### config.mk
export PLATFORM = sky130hd
export DESIGN_NAME = firmware_image_receive_sequencer
export DESIGN_NICKNAME = d
export VERILOG_FILES = /design/src/sv/fwrs_pkg.sv /design/src/sv/firmware_image_receive_sequencer.sv
export SDC_FILE = /design/constraint.sdc
export NUM_CORES = 1
export LEC_CHECK = 0
export BUFFER_PORTS_ARGS = -buffer_cell sky130_fd_sc_hd__buf_4
export CAP_MARGIN = 30
export CORE_UTILIZATION = 54
export CTS_CLUSTER_DIAMETER = 40
export DETAILED_ROUTE_END_ITERATION = 16
export GPL_TIMING_DRIVEN = 0
export PLACE_DENSITY = 0.74
export SLEW_MARGIN = 0
export SYNTH_ARGS = -nofsm -noshare
export SYNTH_HDL_FRONTEND = slang
export SYNTH_SLANG_ARGS = --single-unit
### constraint.sdc
create_clock -name clk_i -period 3.6 [get_ports clk_i]
set_clock_uncertainty 0.1 [all_clocks]
set_input_delay 0.72 -clock clk_i [delete_from_list [all_inputs] [get_ports clk_i]]
set_output_delay 0.72 -clock clk_i [all_outputs]
set_load 0.05 [all_outputs]
### src/sv/fwrs_pkg.sv
// Package for the firmware image receive sequencer.
// Holds the phase, command and error codes and the CRC-32 byte update.
// No dependencies.
package fwrs_pkg;

  typedef enum logic [2:0] {
    PH_INIT     = 3'd0,
    PH_IDLE     = 3'd1,
    PH_OPENING  = 3'd2,
    PH_HEADER   = 3'd3,
    PH_BINARY   = 3'd4,
    PH_RENAMING = 3'd5,
    PH_DONE     = 3'd6,
    PH_ERROR    = 3'd7
  } phase_e;

  typedef enum logic [2:0] {
    CMD_NONE   = 3'd0,
    CMD_OPEN   = 3'd1,
    CMD_WRITE  = 3'd2,
    CMD_CLOSE  = 3'd3,
    CMD_REMOVE = 3'd4,
    CMD_RENAME = 3'd5,
    CMD_DEINIT = 3'd6,
    CMD_RESET  = 3'd7
  } cmd_e;

  typedef enum logic [2:0] {
    ERR_NONE      = 3'd0,
    ERR_INIT      = 3'd1,
    ERR_OPEN      = 3'd2,
    ERR_OVERRUN   = 3'd3,
    ERR_WRITE     = 3'd4,
    ERR_CHECKSUM  = 3'd5,
    ERR_RENAME    = 3'd6,
    ERR_UNUSED    = 3'd7
  } err_e;

  localparam logic [31:0] CRC_ONES = 32'hFFFF_FFFF;
  localparam logic [31:0] CRC_POLY = 32'hEDB8_8320;
  localparam int unsigned MAX_RESULTS = 3;

  // Reflected CRC-32, one byte
  function automatic logic [31:0] crc_fold(input logic [31:0] crc, input logic [7:0] b);
    logic [31:0] c;
    c = crc ^ {24'd0, b};
    for (int i = 0; i < 8; i++) begin
      if (c[0]) begin
        c = (c >> 1) ^ CRC_POLY;
      end else begin
        c = c >> 1;
      end
    end
    return c;
  endfunction

endpackage

### src/sv/firmware_image_receive_sequencer.sv
// Latency: results of a request appear the cycle after it is accepted, one result per cycle
// while out_stall_i is low. Throughput: one request per cycle when it yields one result and
// out_stall_i is low; two-result requests hold the input while the result buffer drains.
// A new request is taken in the cycle that the last pending result is taken.
// Reset (rst_ni low, asynchronous): phase init, no error, CRC all ones, no held byte.
//
// Firmware image receive sequencer: header capture, write commands, CRC-32 check.
// Depends on fwrs_pkg.
module firmware_image_receive_sequencer (
  input  logic       clk_i,
  input  logic       rst_ni,
  input  logic       in_valid_i,
  output logic       in_stall_o,
  input  logic       opcode_i,
  input  logic [7:0] data_byte_i,
  input  logic       reply_ok_i,
  output logic       out_valid_o,
  input  logic       out_stall_i,
  output logic [2:0] command_o,
  output logic [7:0] write_byte_o,
  output logic [2:0] phase_o,
  output logic [2:0] error_code_o,
  output logic       last_o
);

  fwrs_pkg::phase_e phase_q, phase_d;
  fwrs_pkg::err_e   err_q, err_d;
  logic [3:0]       hdr_cnt_q, hdr_cnt_d;
  logic [31:0]      exp_len_q, exp_len_d;
  logic [31:0]      exp_crc_q, exp_crc_d;
  logic [31:0]      rcv_cnt_q, rcv_cnt_d;
  logic [31:0]      crc_q, crc_d;
  logic             held_v_q, held_v_d;
  logic [7:0]       held_b_q, held_b_d;

  fwrs_pkg::cmd_e   buf_cmd_q [fwrs_pkg::MAX_RESULTS];
  fwrs_pkg::cmd_e   new_cmd   [fwrs_pkg::MAX_RESULTS];
  logic [7:0]       buf_wb_q, new_wb;
  logic [1:0]       buf_cnt_q, new_cnt;

  logic             in_accept;
  logic             out_take;
  logic [31:0]      crc_new;
  logic [31:0]      rcv_new;

  assign out_valid_o  = (buf_cnt_q != 2'd0);
  assign out_take     = out_valid_o && !out_stall_i;
  assign in_stall_o   = (buf_cnt_q != 2'd0) && !((buf_cnt_q == 2'd1) && !out_stall_i);
  assign in_accept    = in_valid_i && !in_stall_o;

  assign command_o    = buf_cmd_q[0];
  assign write_byte_o = buf_wb_q;
  assign phase_o      = phase_q;
  assign error_code_o = err_q;
  assign last_o       = (buf_cnt_q == 2'd1);

  assign crc_new = fwrs_pkg::crc_fold(crc_q, held_b_q);
  assign rcv_new = rcv_cnt_q + 32'd1;

  always_comb begin
    logic [7:0] hb;
    logic [2:0] k;
    phase_d   = phase_q;
    err_d     = err_q;
    hdr_cnt_d = hdr_cnt_q;
    exp_len_d = exp_len_q;
    exp_crc_d = exp_crc_q;
    rcv_cnt_d = rcv_cnt_q;
    crc_d     = crc_q;
    held_v_d  = held_v_q;
    held_b_d  = held_b_q;
    for (int i = 0; i < fwrs_pkg::MAX_RESULTS; i++) begin
      new_cmd[i] = fwrs_pkg::CMD_NONE;
    end
    new_wb  = 8'd0;
    new_cnt = 2'd1;
    hb      = data_byte_i;
    k       = hdr_cnt_q[2:0];

    unique case (phase_q)
      fwrs_pkg::PH_INIT: begin
        if (opcode_i) begin
          if (reply_ok_i) begin
            phase_d = fwrs_pkg::PH_IDLE;
            if (held_v_q) begin
              new_cmd[0] = fwrs_pkg::CMD_OPEN;
              phase_d    = fwrs_pkg::PH_OPENING;
            end
          end else begin
            phase_d  = fwrs_pkg::PH_ERROR;
            err_d    = fwrs_pkg::ERR_INIT;
            held_v_d = 1'b0;
          end
        end else if (held_v_q) begin
          phase_d  = fwrs_pkg::PH_ERROR;
          err_d    = fwrs_pkg::ERR_OVERRUN;
          held_v_d = 1'b0;
        end else begin
          held_v_d = 1'b1;
          held_b_d = data_byte_i;
        end
      end
      fwrs_pkg::PH_IDLE: begin
        if (!opcode_i) begin
          held_v_d   = 1'b1;
          held_b_d   = data_byte_i;
          new_cmd[0] = fwrs_pkg::CMD_OPEN;
          phase_d    = fwrs_pkg::PH_OPENING;
        end
      end
      fwrs_pkg::PH_OPENING: begin
        if (opcode_i && reply_ok_i) begin
          // take the held byte as header byte zero
          held_v_d  = 1'b0;
          hdr_cnt_d = 4'd1;
          exp_len_d = {24'd0, held_b_q};
          exp_crc_d = 32'd0;
          phase_d   = fwrs_pkg::PH_HEADER;
        end else begin
          phase_d  = fwrs_pkg::PH_ERROR;
          err_d    = opcode_i ? fwrs_pkg::ERR_OPEN : fwrs_pkg::ERR_OVERRUN;
          held_v_d = 1'b0;
        end
      end
      fwrs_pkg::PH_HEADER: begin
        if (!opcode_i) begin
          for (int j = 0; j < 4; j++) begin
            if (k[1:0] == j[1:0]) begin
              if (!k[2]) begin
                exp_len_d[j*8 +: 8] = hb;
              end else begin
                exp_crc_d[j*8 +: 8] = hb;
              end
            end
          end
          hdr_cnt_d = hdr_cnt_q + 4'd1;
          if (hdr_cnt_q >= 4'd7) begin
            rcv_cnt_d = 32'd0;
            crc_d     = fwrs_pkg::CRC_ONES;
            phase_d   = fwrs_pkg::PH_BINARY;
          end
        end
      end
      fwrs_pkg::PH_BINARY: begin
        if (!opcode_i) begin
          if (held_v_q) begin
            phase_d  = fwrs_pkg::PH_ERROR;
            err_d    = fwrs_pkg::ERR_OVERRUN;
            held_v_d = 1'b0;
          end else begin
            held_v_d   = 1'b1;
            held_b_d   = data_byte_i;
            new_cmd[0] = fwrs_pkg::CMD_WRITE;
            new_wb     = data_byte_i;
          end
        end else if (held_v_q) begin
          if (reply_ok_i) begin
            crc_d     = crc_new;
            rcv_cnt_d = rcv_new;
            held_v_d  = 1'b0;
            if (rcv_new >= exp_len_q) begin
              new_cmd[0] = fwrs_pkg::CMD_CLOSE;
              new_cnt    = 2'd2;
              if ((crc_new ^ fwrs_pkg::CRC_ONES) == exp_crc_q) begin
                new_cmd[1] = fwrs_pkg::CMD_RENAME;
                phase_d    = fwrs_pkg::PH_RENAMING;
              end else begin
                new_cmd[1] = fwrs_pkg::CMD_REMOVE;
                phase_d    = fwrs_pkg::PH_ERROR;
                err_d      = fwrs_pkg::ERR_CHECKSUM;
              end
            end
          end else begin
            phase_d  = fwrs_pkg::PH_ERROR;
            err_d    = fwrs_pkg::ERR_WRITE;
            held_v_d = 1'b0;
          end
        end
      end
      fwrs_pkg::PH_RENAMING: begin
        if (opcode_i) begin
          if (reply_ok_i) begin
            new_cmd[0] = fwrs_pkg::CMD_DEINIT;
            new_cmd[1] = fwrs_pkg::CMD_RESET;
            new_cnt    = 2'd2;
            phase_d    = fwrs_pkg::PH_DONE;
          end else begin
            phase_d  = fwrs_pkg::PH_ERROR;
            err_d    = fwrs_pkg::ERR_RENAME;
            held_v_d = 1'b0;
          end
        end
      end
      fwrs_pkg::PH_DONE,
      fwrs_pkg::PH_ERROR: begin
      end
      default: begin
      end
    endcase
  end

  always_ff @(posedge clk_i or negedge rst_ni) begin
    if (!rst_ni) begin
      phase_q   <= fwrs_pkg::PH_INIT;
      err_q     <= fwrs_pkg::ERR_NONE;
      hdr_cnt_q <= 4'd0;
      exp_len_q <= 32'd0;
      exp_crc_q <= 32'd0;
      rcv_cnt_q <= 32'd0;
      crc_q     <= fwrs_pkg::CRC_ONES;
      held_v_q  <= 1'b0;
      held_b_q  <= 8'd0;
    end else if (in_accept) begin
      phase_q   <= phase_d;
      err_q     <= err_d;
      hdr_cnt_q <= hdr_cnt_d;
      exp_len_q <= exp_len_d;
      exp_crc_q <= exp_crc_d;
      rcv_cnt_q <= rcv_cnt_d;
      crc_q     <= crc_d;
      held_v_q  <= held_v_d;
      held_b_q  <= held_b_d;
    end
  end

  always_ff @(posedge clk_i or negedge rst_ni) begin
    if (!rst_ni) begin
      buf_cnt_q <= 2'd0;
    end else if (in_accept) begin
      buf_cnt_q <= new_cnt;
    end else if (out_take) begin
      buf_cnt_q <= buf_cnt_q - 2'd1;
    end
  end

  always_ff @(posedge clk_i) begin
    if (in_accept) begin
      for (int i = 0; i < fwrs_pkg::MAX_RESULTS; i++) begin
        buf_cmd_q[i] <= new_cmd[i];
      end
      buf_wb_q <= new_wb;
    end else if (out_take) begin
      for (int i = 0; i < fwrs_pkg::MAX_RESULTS - 1; i++) begin
        buf_cmd_q[i] <= buf_cmd_q[i+1];
      end
      buf_cmd_q[fwrs_pkg::MAX_RESULTS-1] <= fwrs_pkg::CMD_NONE;
      buf_wb_q <= 8'd0;
    end
  end

endmodule
==> results_dict.tcl, run 1 <==
set metrics [dict create \
    syn_inst 1038 \
    clk_latency_ns 0.43 \
    synth_edf_count 14 \
    fin_ws_ns -0.229 \
    violations "DRC, setup timing" \
    vias 7980 \
    start_kind "flop" \
    area_growth_pct 17.5 \
    hold_viol_final 0 \
    synth_top_area_share_pct 30.0 \
    grt_max_degree 92 \
    grt_overflow 0 \
    ctsRootBufferMaster "clkbuf_16" \
    grt_pass1_vias 7818 \
    outcome "finished with violations" \
    num_rows 48 \
    worstSetupPathType "reg -> reg" \
    drc_errors 2 \
    r2r_start "rcv_cnt_q[9]$_DFFE_PN0P_" \
    setup_viol 11 \
    num_io_pins 34 \
    cts_buffers 17 \
    ff2ff_path_depth 16 \
    final_cell_mix "nand2_1 (152), dfrtp_1 (116), o21ai_0 (111), nor2_1 (87), buf_4 (62)" \
    dr.first_iter.drc_count 572 \
    core-area_um2 17500 \
    diodes 0 \
    viasPerCell 5.89 \
    portBuffers 33 \
    drive_gt1_share_pct 18.5 \
    wirelength_um 26800 \
    whs_ns 0.138 \
    rsz0062_at_grt "yes" \
    relSlewSlack_pct 39.7 \
    slowest_delay_ns 0.41 \
    cp_cell_sequence "and4_4 > nand2_4 > nor3_4 > buf_6 > nand3_4 > xnor2_2 > ha_1 > a21o_1 > a21o_1 > a221oi_4 > o211ai_1 > a21oi_2 > o21a_2 > a311o_1 > nor2_2 > o22a_1" \
    arrival_ns 4.04 \
    drtPass1Iterations 13 \
    grt_pass1_wl_um 41900 \
    synth_top_cell_by_area "dfrtp_1" \
    tns_ns -1.38 \
    ys_types 58 \
    initial_utilization_pct 55.9 \
    tightest_slew_ns 0.904 \
    final.period_utilization_pct 106 \
    synth_area_um2 9770 \
    antenna_left 0 \
    end_kind "flop" \
    cts.sinks 163 \
    hpwl_um 18100 \
    final_nets 1173 \
    die_area_um2 18600 \
    ys_seq_elements 163 \
    ys_seq_area_share_pct 42.9 \
    synthArstFlopShare_pct 91.4 \
    ys.flop_type "dfrtp_1" \
    syn_area_per_cell_um2 9.41 \
    wl_per_cell_um 19.8 \
    required_ns 3.81 \
    grtUsageTotal_pct 30.4 \
    r2r_slack_ns -0.23 \
    synth_fp_nets 1095 \
    fin_crit_ns 3.83 \
    slew_viol_final 0 \
    die_h_um 136 \
    maxCapViolCount 0 \
    postCtsHoldBufs 0 \
    hold_class "in -> async" \
    crit_top_cell "a21o_1" \
    crit_buf_inv 1 \
    ys_warn_count 0 \
    synth_area_leaders "dfrtp_1 (30%), dfstp_2 (8.6%), nand2_1 (5.9%)" \
    clkTransAtPathRegs_ns 0.06 \
    fmax_mhz 261 \
    globalplace.congestion 0.940 \
    r2r_end "phase_o[2]$_DFFE_PN0P_" \
    cts_buffer_depth 2 \
    crit_fanout 5 \
    final_common_cell "nand2_1" \
    place_ws_ns -0.892 \
    antenna_found_initial 0 \
    tritoncts "done" \
    crit_slowest_cell "dfrtp_1" \
    h-tree-depth 4 \
    die_w_um 136 \
    crit_family "compound AO/OA/AOI/OAI gates" \
]
-- worst register-to-register path: stages (launching register included) --
cell,delay (ns)
dfrtp_1,0.41
and4_4,0.28
nand2_4,0.08
nor3_4,0.22
buf_6,0.15
nand3_4,0.10
xnor2_2,0.16
ha_1,0.34
a21o_1,0.21
a21o_1,0.19
a221oi_4,0.27
o211ai_1,0.14
a21oi_2,0.25
o21a_2,0.24
a311o_1,0.31
nor2_2,0.06
o22a_1,0.20
-- worst max-delay path by stage --
stage                                   startpoint                          end  slack [ns]  cells after the start
after detailed placement  rcv_cnt_q[6]$_DFFE_PN0P_  error_code_o[1]$_DFFE_PN0P_       -0.89                     16
after global placement    rcv_cnt_q[6]$_DFFE_PN0P_  error_code_o[2]$_DFFE_PN0P_       -0.90                     16
final                     rcv_cnt_q[9]$_DFFE_PN0P_       phase_o[2]$_DFFE_PN0P_       -0.23                     16
after CTS                 rcv_cnt_q[9]$_DFFE_PN0P_       phase_o[2]$_DFFE_PN0P_       -0.15                     15
after floorplan           rcv_cnt_q[0]$_DFFE_PN0P_  error_code_o[1]$_DFFE_PN0P_        0.02                     19
after global routing      rcv_cnt_q[9]$_DFFE_PN0P_       phase_o[2]$_DFFE_PN0P_       -0.36                     16
-- layer usage --
layer | global-route usage [%] | routed length (µm) | vias to the layer above
met2 | 50.0 | 13100 | 331
li1 | - | - | 3697
met5 | 0 | 0 | -
met1 | 39.5 | 11000 | 3895
met3 | 5.48 | 1780 | 57
met4 | 12.8 | 879 | 0
-- synthesized netlist by cell type, types with 18 or more instances --
library cell / instances
nand2_1: 153
dfrtp_1: 117
o21ai_0: 114
nor2_1: 91
xnor2_1: 58
xor2_1: 52
a21oi_1: 50
inv_1: 45
ha_1: 43
clkbuf_1: 36
dfstp_2: 32
and3_1: 23
and2_1: 18
nand3_1: 18
-- logic make-up after synthesis --
family / after synthesis / share of synthesized area, %
AOI/OAI and AO/OA: 245 / 14.8
xor gates and xnor gates: 139 / 16.1
adders and majority gates: 43 / 5.51
buffers and inverters: 91 / 3.65
DFF: 163 / 42.9
muxes: 13 / 1.47
and+or+nand+nor: 344 / 15.5
-- cell type report --
cell class              count  area [µm²]
inverters                  47         176
fillers                  1397        6000
multi-input cells         784        5590
repair buffers             63         498
clock inverters            13         134
clock buffers              19         433
well taps                 225         282
flip-flops and latches    163        4190
plain buffers              40         180
-- timing repair --
action | 4_1_cts | 5_1_grt
resized for setup | 48 | 27
setup buffers | 17 | 9
pin swaps | 20 | 14
endpoints found under the setup margin | 14 | 68
-- stage by stage --
stage | std cells | util [%] | instance area, µm²
final | 1354 | 65.7 | 11500
after global routing | 1354 | 65.7 | 11500
after CTS | 1346 | 64.6 | 11300
after detailed placement | 1300 | 59.3 | 10400
after global placement | 1296 | 59.1 | 10300
after floorplan | 1038 | - | 9790
-- sequential cells by signal, summed over array words and instances, names as in the netlist --
name and flops:
buf_cmd_q 6, buf_cnt_q 2, crc_q 32, error_code_o 3
exp_crc_q 32, exp_len_q 32, hdr_cnt_q 4, held_b_q 8
held_v_q 1, phase_o 3, rcv_cnt_q 32, write_byte_o 8
Power of run 1 is left out: the tool's default activity adds up to more than one toggle a clock period on the data nets, which glitch-free logic cannot reach.
==> inputs of run 2 (changes only) <==
--- a/config.mk
+++ b/config.mk
@@ -7,11 +7,13 @@
 export LEC_CHECK = 0
 export BUFFER_PORTS_ARGS = -buffer_cell sky130_fd_sc_hd__buf_4
 export CAP_MARGIN = 30
+export CORE_MARGIN = 2
 export CORE_UTILIZATION = 54
 export CTS_CLUSTER_DIAMETER = 40
 export DETAILED_ROUTE_END_ITERATION = 16
 export GPL_TIMING_DRIVEN = 0
 export PLACE_DENSITY = 0.74
+export RECOVER_POWER = 100
 export SLEW_MARGIN = 0
 export SYNTH_ARGS = -nofsm -noshare
 export SYNTH_HDL_FRONTEND = slang
==> run 2 against run 1 <==
  * The run ends with setup timing left
  * Core utilization shrank 0.39 points
  * Global-route usage is 2.0 points lower
  * Worst setup slack better by 0.064 ns
  * Critical endpoint is now buf_cmd_q[0][1]$_DFFE_PP_
  * Highest routed layer unchanged
==> results_dict.tcl, run 2 (synthesized netlist as in run 1, its figures left out) <==
set metrics [dict create \
    cts.sinks 163 \
    wl_per_cell_um 19.7 \
    violations "setup timing" \
    start_kind "flop" \
    worstSetupPathType "reg -> reg" \
    tns_ns -1.24 \
    setup_viol 11 \
    final_common_cell "nand2_1" \
    r2r_slack_ns -0.16 \
    wirelength_um 27000 \
    grt_pass1_vias 7828 \
    ff2ff_path_depth 15 \
    r2r_start "rcv_cnt_q[16]$_DFFE_PN0P_" \
    final_cell_mix "nand2_1 (152), dfrtp_1 (116), o21ai_0 (113), nor2_1 (84), buf_4 (57)" \
    grt_max_degree 93 \
    core-area_um2 17800 \
    tightest_slew_ns 1.48 \
    crit_fanout 4 \
    area_growth_pct 19.3 \
    drive_gt1_share_pct 18.4 \
    hpwl_um 18000 \
    viasPerCell 5.89 \
    diodes 0 \
    fin_crit_ns 3.76 \
    hold_class "reg -> reg" \
    postCtsHoldBufs 0 \
    die_h_um 138 \
    outcome "finished with violations" \
    die_area_um2 19200 \
    arrival_ns 3.83 \
    tritoncts "done" \
    ctsRootBufferMaster "clkbuf_16" \
    maxCapViolCount 0 \
    clk_latency_ns 0.44 \
    slew_viol_final 0 \
    grt_most_used_layer "met2" \
    hold_viol_final 0 \
    gr-usage-met1_pct 37.4 \
    relSlewSlack_pct 1.63 \
    fin_ws_ns -0.165 \
    globalplace.congestion 0.920 \
    end_kind "flop" \
    r2r_end "buf_cmd_q[0][1]$_DFFE_PP_" \
    grt_overflow 0 \
    h-tree-depth 4 \
    met2_usage_pct 47.0 \
    clkTransAtPathRegs_ns 0.07 \
    portBuffers 33 \
    drtPass1Iterations 5 \
    num_io_pins 34 \
    cts_buffers 17 \
    required_ns 3.66 \
    antenna_left 0 \
    final_nets 1190 \
    drc_errors 0 \
    dr.first_iter.drc_count 679 \
    met3_usage_pct 5.26 \
    grt_pass1_wl_um 42300 \
    rsz0062_at_grt "yes" \
    crit_start "rcv_cnt_q[16]$_DFFE_PN0P_" \
    num_rows 49 \
    vias 8092 \
    n_fill_cell 1422 \
    final.period_utilization_pct 105 \
    antenna_found_initial 1 \
    die_w_um 138 \
    crit_end "buf_cmd_q[0][1]$_DFFE_PP_" \
    grtUsageTotal_pct 28.4 \
    fmax_mhz 266 \
    cts_buffer_depth 2 \
    initial_utilization_pct 54.7 \
    fin_util_pct 65.3 \
]
[run 2: worst min-delay path by stage]
stage	to	depth (start not counted)	from
6_report	crc_q[10]$_DFFE_PN1P_	2	crc_q[10]$_DFFE_PN1P_
5_1_grt	crc_q[10]$_DFFE_PN1P_	2	crc_q[10]$_DFFE_PN1P_
4_1_cts	exp_len_q[28]$_DFFE_PN0P_	1	rst_ni
3_5_place_dp	exp_len_q[19]$_DFFE_PN0P_	2	exp_len_q[19]$_DFFE_PN0P_
3_3_place_gp	crc_q[10]$_DFFE_PN1P_	2	crc_q[10]$_DFFE_PN1P_
2_1_floorplan	buf_cnt_q[0]$_DFFE_PN0P_	0	rst_ni
[run 2: routing by layer]
metal  wire [µm]  part of all wire [%]  vias to the layer above
met4         988                   3.7                        0
met5           0                     0                        -
met3        1750                   6.5                       78
met1       11200                    42                     3960
li1            -                     -                     3743
met2       13100                    48                      311
[run 2: cell type report]
class                   instances  area [µm²]  area share (%)
plain buffers                  39         165            1.42
clock buffers                  24         524            4.50
clock inverters                 8         110           0.945
inverters                      47         176            1.51
multi-input cells             784        5660            48.6
flip-flops and latches        163        4190            36.0
well taps                     229         287            2.46
repair buffers                 81         534            4.59
[run 2: critical path, cell delays in order (launching register included)]
cell      delay, ns
dfrtp_1        0.39
and3_4         0.22
nand3_4        0.09
nor3_4         0.27
and3_4         0.26
and2_2         0.20
and3_1         0.22
xor2_1         0.20
ha_1           0.28
a21o_1         0.18
a21o_1         0.20
a211oi_4       0.23
o21a_2         0.23
nor2_4         0.07
a211oi_2       0.23
o31ai_1        0.11
[run 2: timing repair]
item	in CTS	in global routing
pin swaps	25	28
resized for setup	52	39
setup endpoints to repair	61	73
setup buffers	34	11
[run 2: metrics by stage]
stage	std cells	worst slack (ns)	hold slack [ns]	area (µm²)
floorplan	1038	0.0188	0.324	9790
global placement	1300	-0.944	0.349	10300
detailed placement	1303	-0.931	0.371	10400
CTS	1366	-0.0568	0.175	11500
global route	1375	-0.264	0.402	11600
finish	1375	-0.165	0.376	11600
Power of run 2 is left out for the same reason.
==> inputs of run 3 (changes only) <==
--- a/config.mk
+++ b/config.mk
@@ -12,8 +12,9 @@
 export CTS_CLUSTER_DIAMETER = 40
 export DETAILED_ROUTE_END_ITERATION = 16
 export GPL_TIMING_DRIVEN = 0
-export PLACE_DENSITY = 0.74
+export PLACE_DENSITY = 0.71
 export RECOVER_POWER = 100
+export REMOVE_ABC_BUFFERS = 1
 export SLEW_MARGIN = 0
 export SYNTH_ARGS = -nofsm -noshare
 export SYNTH_HDL_FRONTEND = slang
==> constraint.sdc (replaced) <==
create_clock -name clk_i -period 3.5 [get_ports clk_i]
set_clock_uncertainty 0.1 [all_clocks]
set_input_delay 0.7 -clock clk_i [delete_from_list [all_inputs] [get_ports clk_i]]
set_output_delay 0.7 -clock clk_i [all_outputs]
set_load 0.05 [all_outputs]
==> run 3 against run 2 <==
  * The run still ends with setup timing left
  * Critical path depth did not move
  * Worst hold slack got worse by 0.0079 ns
  * First-iteration DRC count fell by 0.88%
  * Wire length fell by 6.5%
  * Sequential share of layout area rose by 0.20 points
  * Fmax barely moved
  * Critical endpoint is now phase_o[1]$_DFFE_PN0P_
==> results_dict.tcl, run 3 (synthesized netlist as in run 1, its figures left out) <==
set metrics [dict create \
    worstSetupPathType "reg -> reg" \
    wl_per_cell_um 18.8 \
    drc_errors 0 \
    final_common_cell "nand2_1" \
    rsz0062_at_grt "yes" \
    dr.first_iter.drc_count 673 \
    hpwl_um 16500 \
    fmax_mhz 266 \
    n_fill_cell 1380 \
    area_growth_pct 18.7 \
    clk_latency_ns 0.43 \
    viasPerCell 5.78 \
    crit_slowest_cell "a311o_1" \
    drive_gt1_share_pct 19.5 \
    fin_crit_ns 3.76 \
    setup_viol 15 \
    cts_buffers 17 \
    ctsRootBufferMaster "clkbuf_16" \
    grtUsageTotal_pct 26.3 \
    violations "setup timing" \
    relSlewSlack_pct 2.07 \
    fin_util_pct 64.9 \
    cts.sinks 163 \
    tritoncts "done" \
    final_cell_mix "nand2_1 (152), dfrtp_1 (115), o21ai_0 (111), nor2_1 (85), buf_4 (59)" \
    met3_usage_pct 5.23 \
    final.period_utilization_pct 108 \
    required_ns 3.71 \
    clkTransAtPathRegs_ns 0.07 \
    postCtsHoldBufs 0 \
    slew_viol_final 0 \
    crit_buf_inv 2 \
    h-tree-depth 4 \
    maxCapViolCount 0 \
    die_area_um2 19200 \
    cts_buffer_depth 2 \
    tightest_slew_ns 1.47 \
    r2r_slack_ns -0.26 \
    fin_ws_ns -0.263 \
    met2_usage_pct 42.5 \
    grt_most_used_layer "met2" \
    hold_class "reg -> reg" \
    antenna_found_initial 0 \
    arrival_ns 3.98 \
    hold_viol_final 0 \
    cp_cell_sequence "and4_4 > nand2_4 > nor3_4 > and3_4 > and3_4 > xor2_2 > ha_1 > and4_4 > a221oi_4 > buf_4 > a211o_1 > o21a_2 > a311o_1 > buf_4 > o22a_1" \
    end_kind "flop" \
    die_h_um 138 \
    core-area_um2 17800 \
    initial_utilization_pct 54.7 \
    grt_overflow 0 \
    wirelength_um 25300 \
    vias 7748 \
    outcome "finished with violations" \
    die_w_um 138 \
    crit_fanout 3 \
    final_nets 1156 \
    diodes 0 \
    portBuffers 33 \
    slowest_delay_ns 0.39 \
    grt_pass1_vias 7587 \
    crit_family "simple AND/OR/NAND/NOR gates" \
    gr-usage-met1_pct 35.5 \
    grt_max_degree 94 \
    grt_pass1_wl_um 39700 \
    num_io_pins 34 \
    drtPass1Iterations 5 \
    num_rows 49 \
    antenna_left 0 \
    globalplace.congestion 0.913 \
    start_kind "flop" \
]
-- run 3: cell count changes in the layout (fill, tap and decap cells not counted), sizes merged --
cell	change
bufinv	+1
clkinv	+4
a21oi	+1
buf	+4
clkbuf	-41
inv	-3
-- run 3: cell type report --
type	count	area [µm²]	area share, %
timing repair buffer	85	669	5.78
clock inverter	10	131	1.13
sequential	163	4190	36.2
multi-input combinational	785	5650	48.8
tap	229	287	2.47
clock buffer	22	474	4.09
inverter	47	180	1.55
-- run 3: path summary, 6_finish.rpt --
check / depth (start not counted) / start / to
max: 15 / rcv_cnt_q[10]$_DFFE_PN0P_ / phase_o[1]$_DFFE_PN0P_
min: 2 / crc_q[10]$_DFFE_PN1P_ / crc_q[10]$_DFFE_PN1P_
max reg2reg: 15 / rcv_cnt_q[10]$_DFFE_PN0P_ / phase_o[1]$_DFFE_PN0P_
min reg2reg: 2 / crc_q[10]$_DFFE_PN1P_ / crc_q[10]$_DFFE_PN1P_
max in group asynchronous: 2 / rst_ni / phase_o[0]$_DFFE_PN0P_
min in group asynchronous: 1 / rst_ni / rcv_cnt_q[28]$_DFFE_PN0P_
-- run 3: what timing repair did --
item	4_1_cts	5_1_grt
buffers inserted	29	14
pin swaps	26	25
gates resized for setup	62	24
setup endpoints to repair	57	59
endpoints found under the hold margin	0	0
gates cloned	0	1
-- run 3: worst register-to-register path, delay by kind of cell, from the launching register on --
kind / cells / cell delay (ns)
simple gates: 6 / 1.23
fa+ha+maj: 1 / 0.31
buf+inv: 2 / 0.31
flops: 1 / 0.38
compound gates: 5 / 1.23
xor+xnor: 1 / 0.07
-- run 3: per-layer routing --
layer	part of all wire, %	vias to the layer above
met3	5.8	51
met2	48	242
met5	0	-
met1	44	3777
li1	-	3678
met4	2.4	0
-- run 3: through the flow --
stage               setup TNS (ns)  area (µm²)  hold WS [ns]  worst slack (ns)  cells
CTS                          -3.25       11400         0.155            -0.181   1326
global placement           -191.37       10100         0.357             -3.66   1256
detailed placement          -26.20       10300         0.359             -1.33   1265
finish                       -1.90       11600         0.369            -0.263   1341
floorplan                   -61.08        9590         0.304             -1.26    994
global route                 -5.64       11600         0.383            -0.364   1341
Power of run 3 is left out for the same reason.
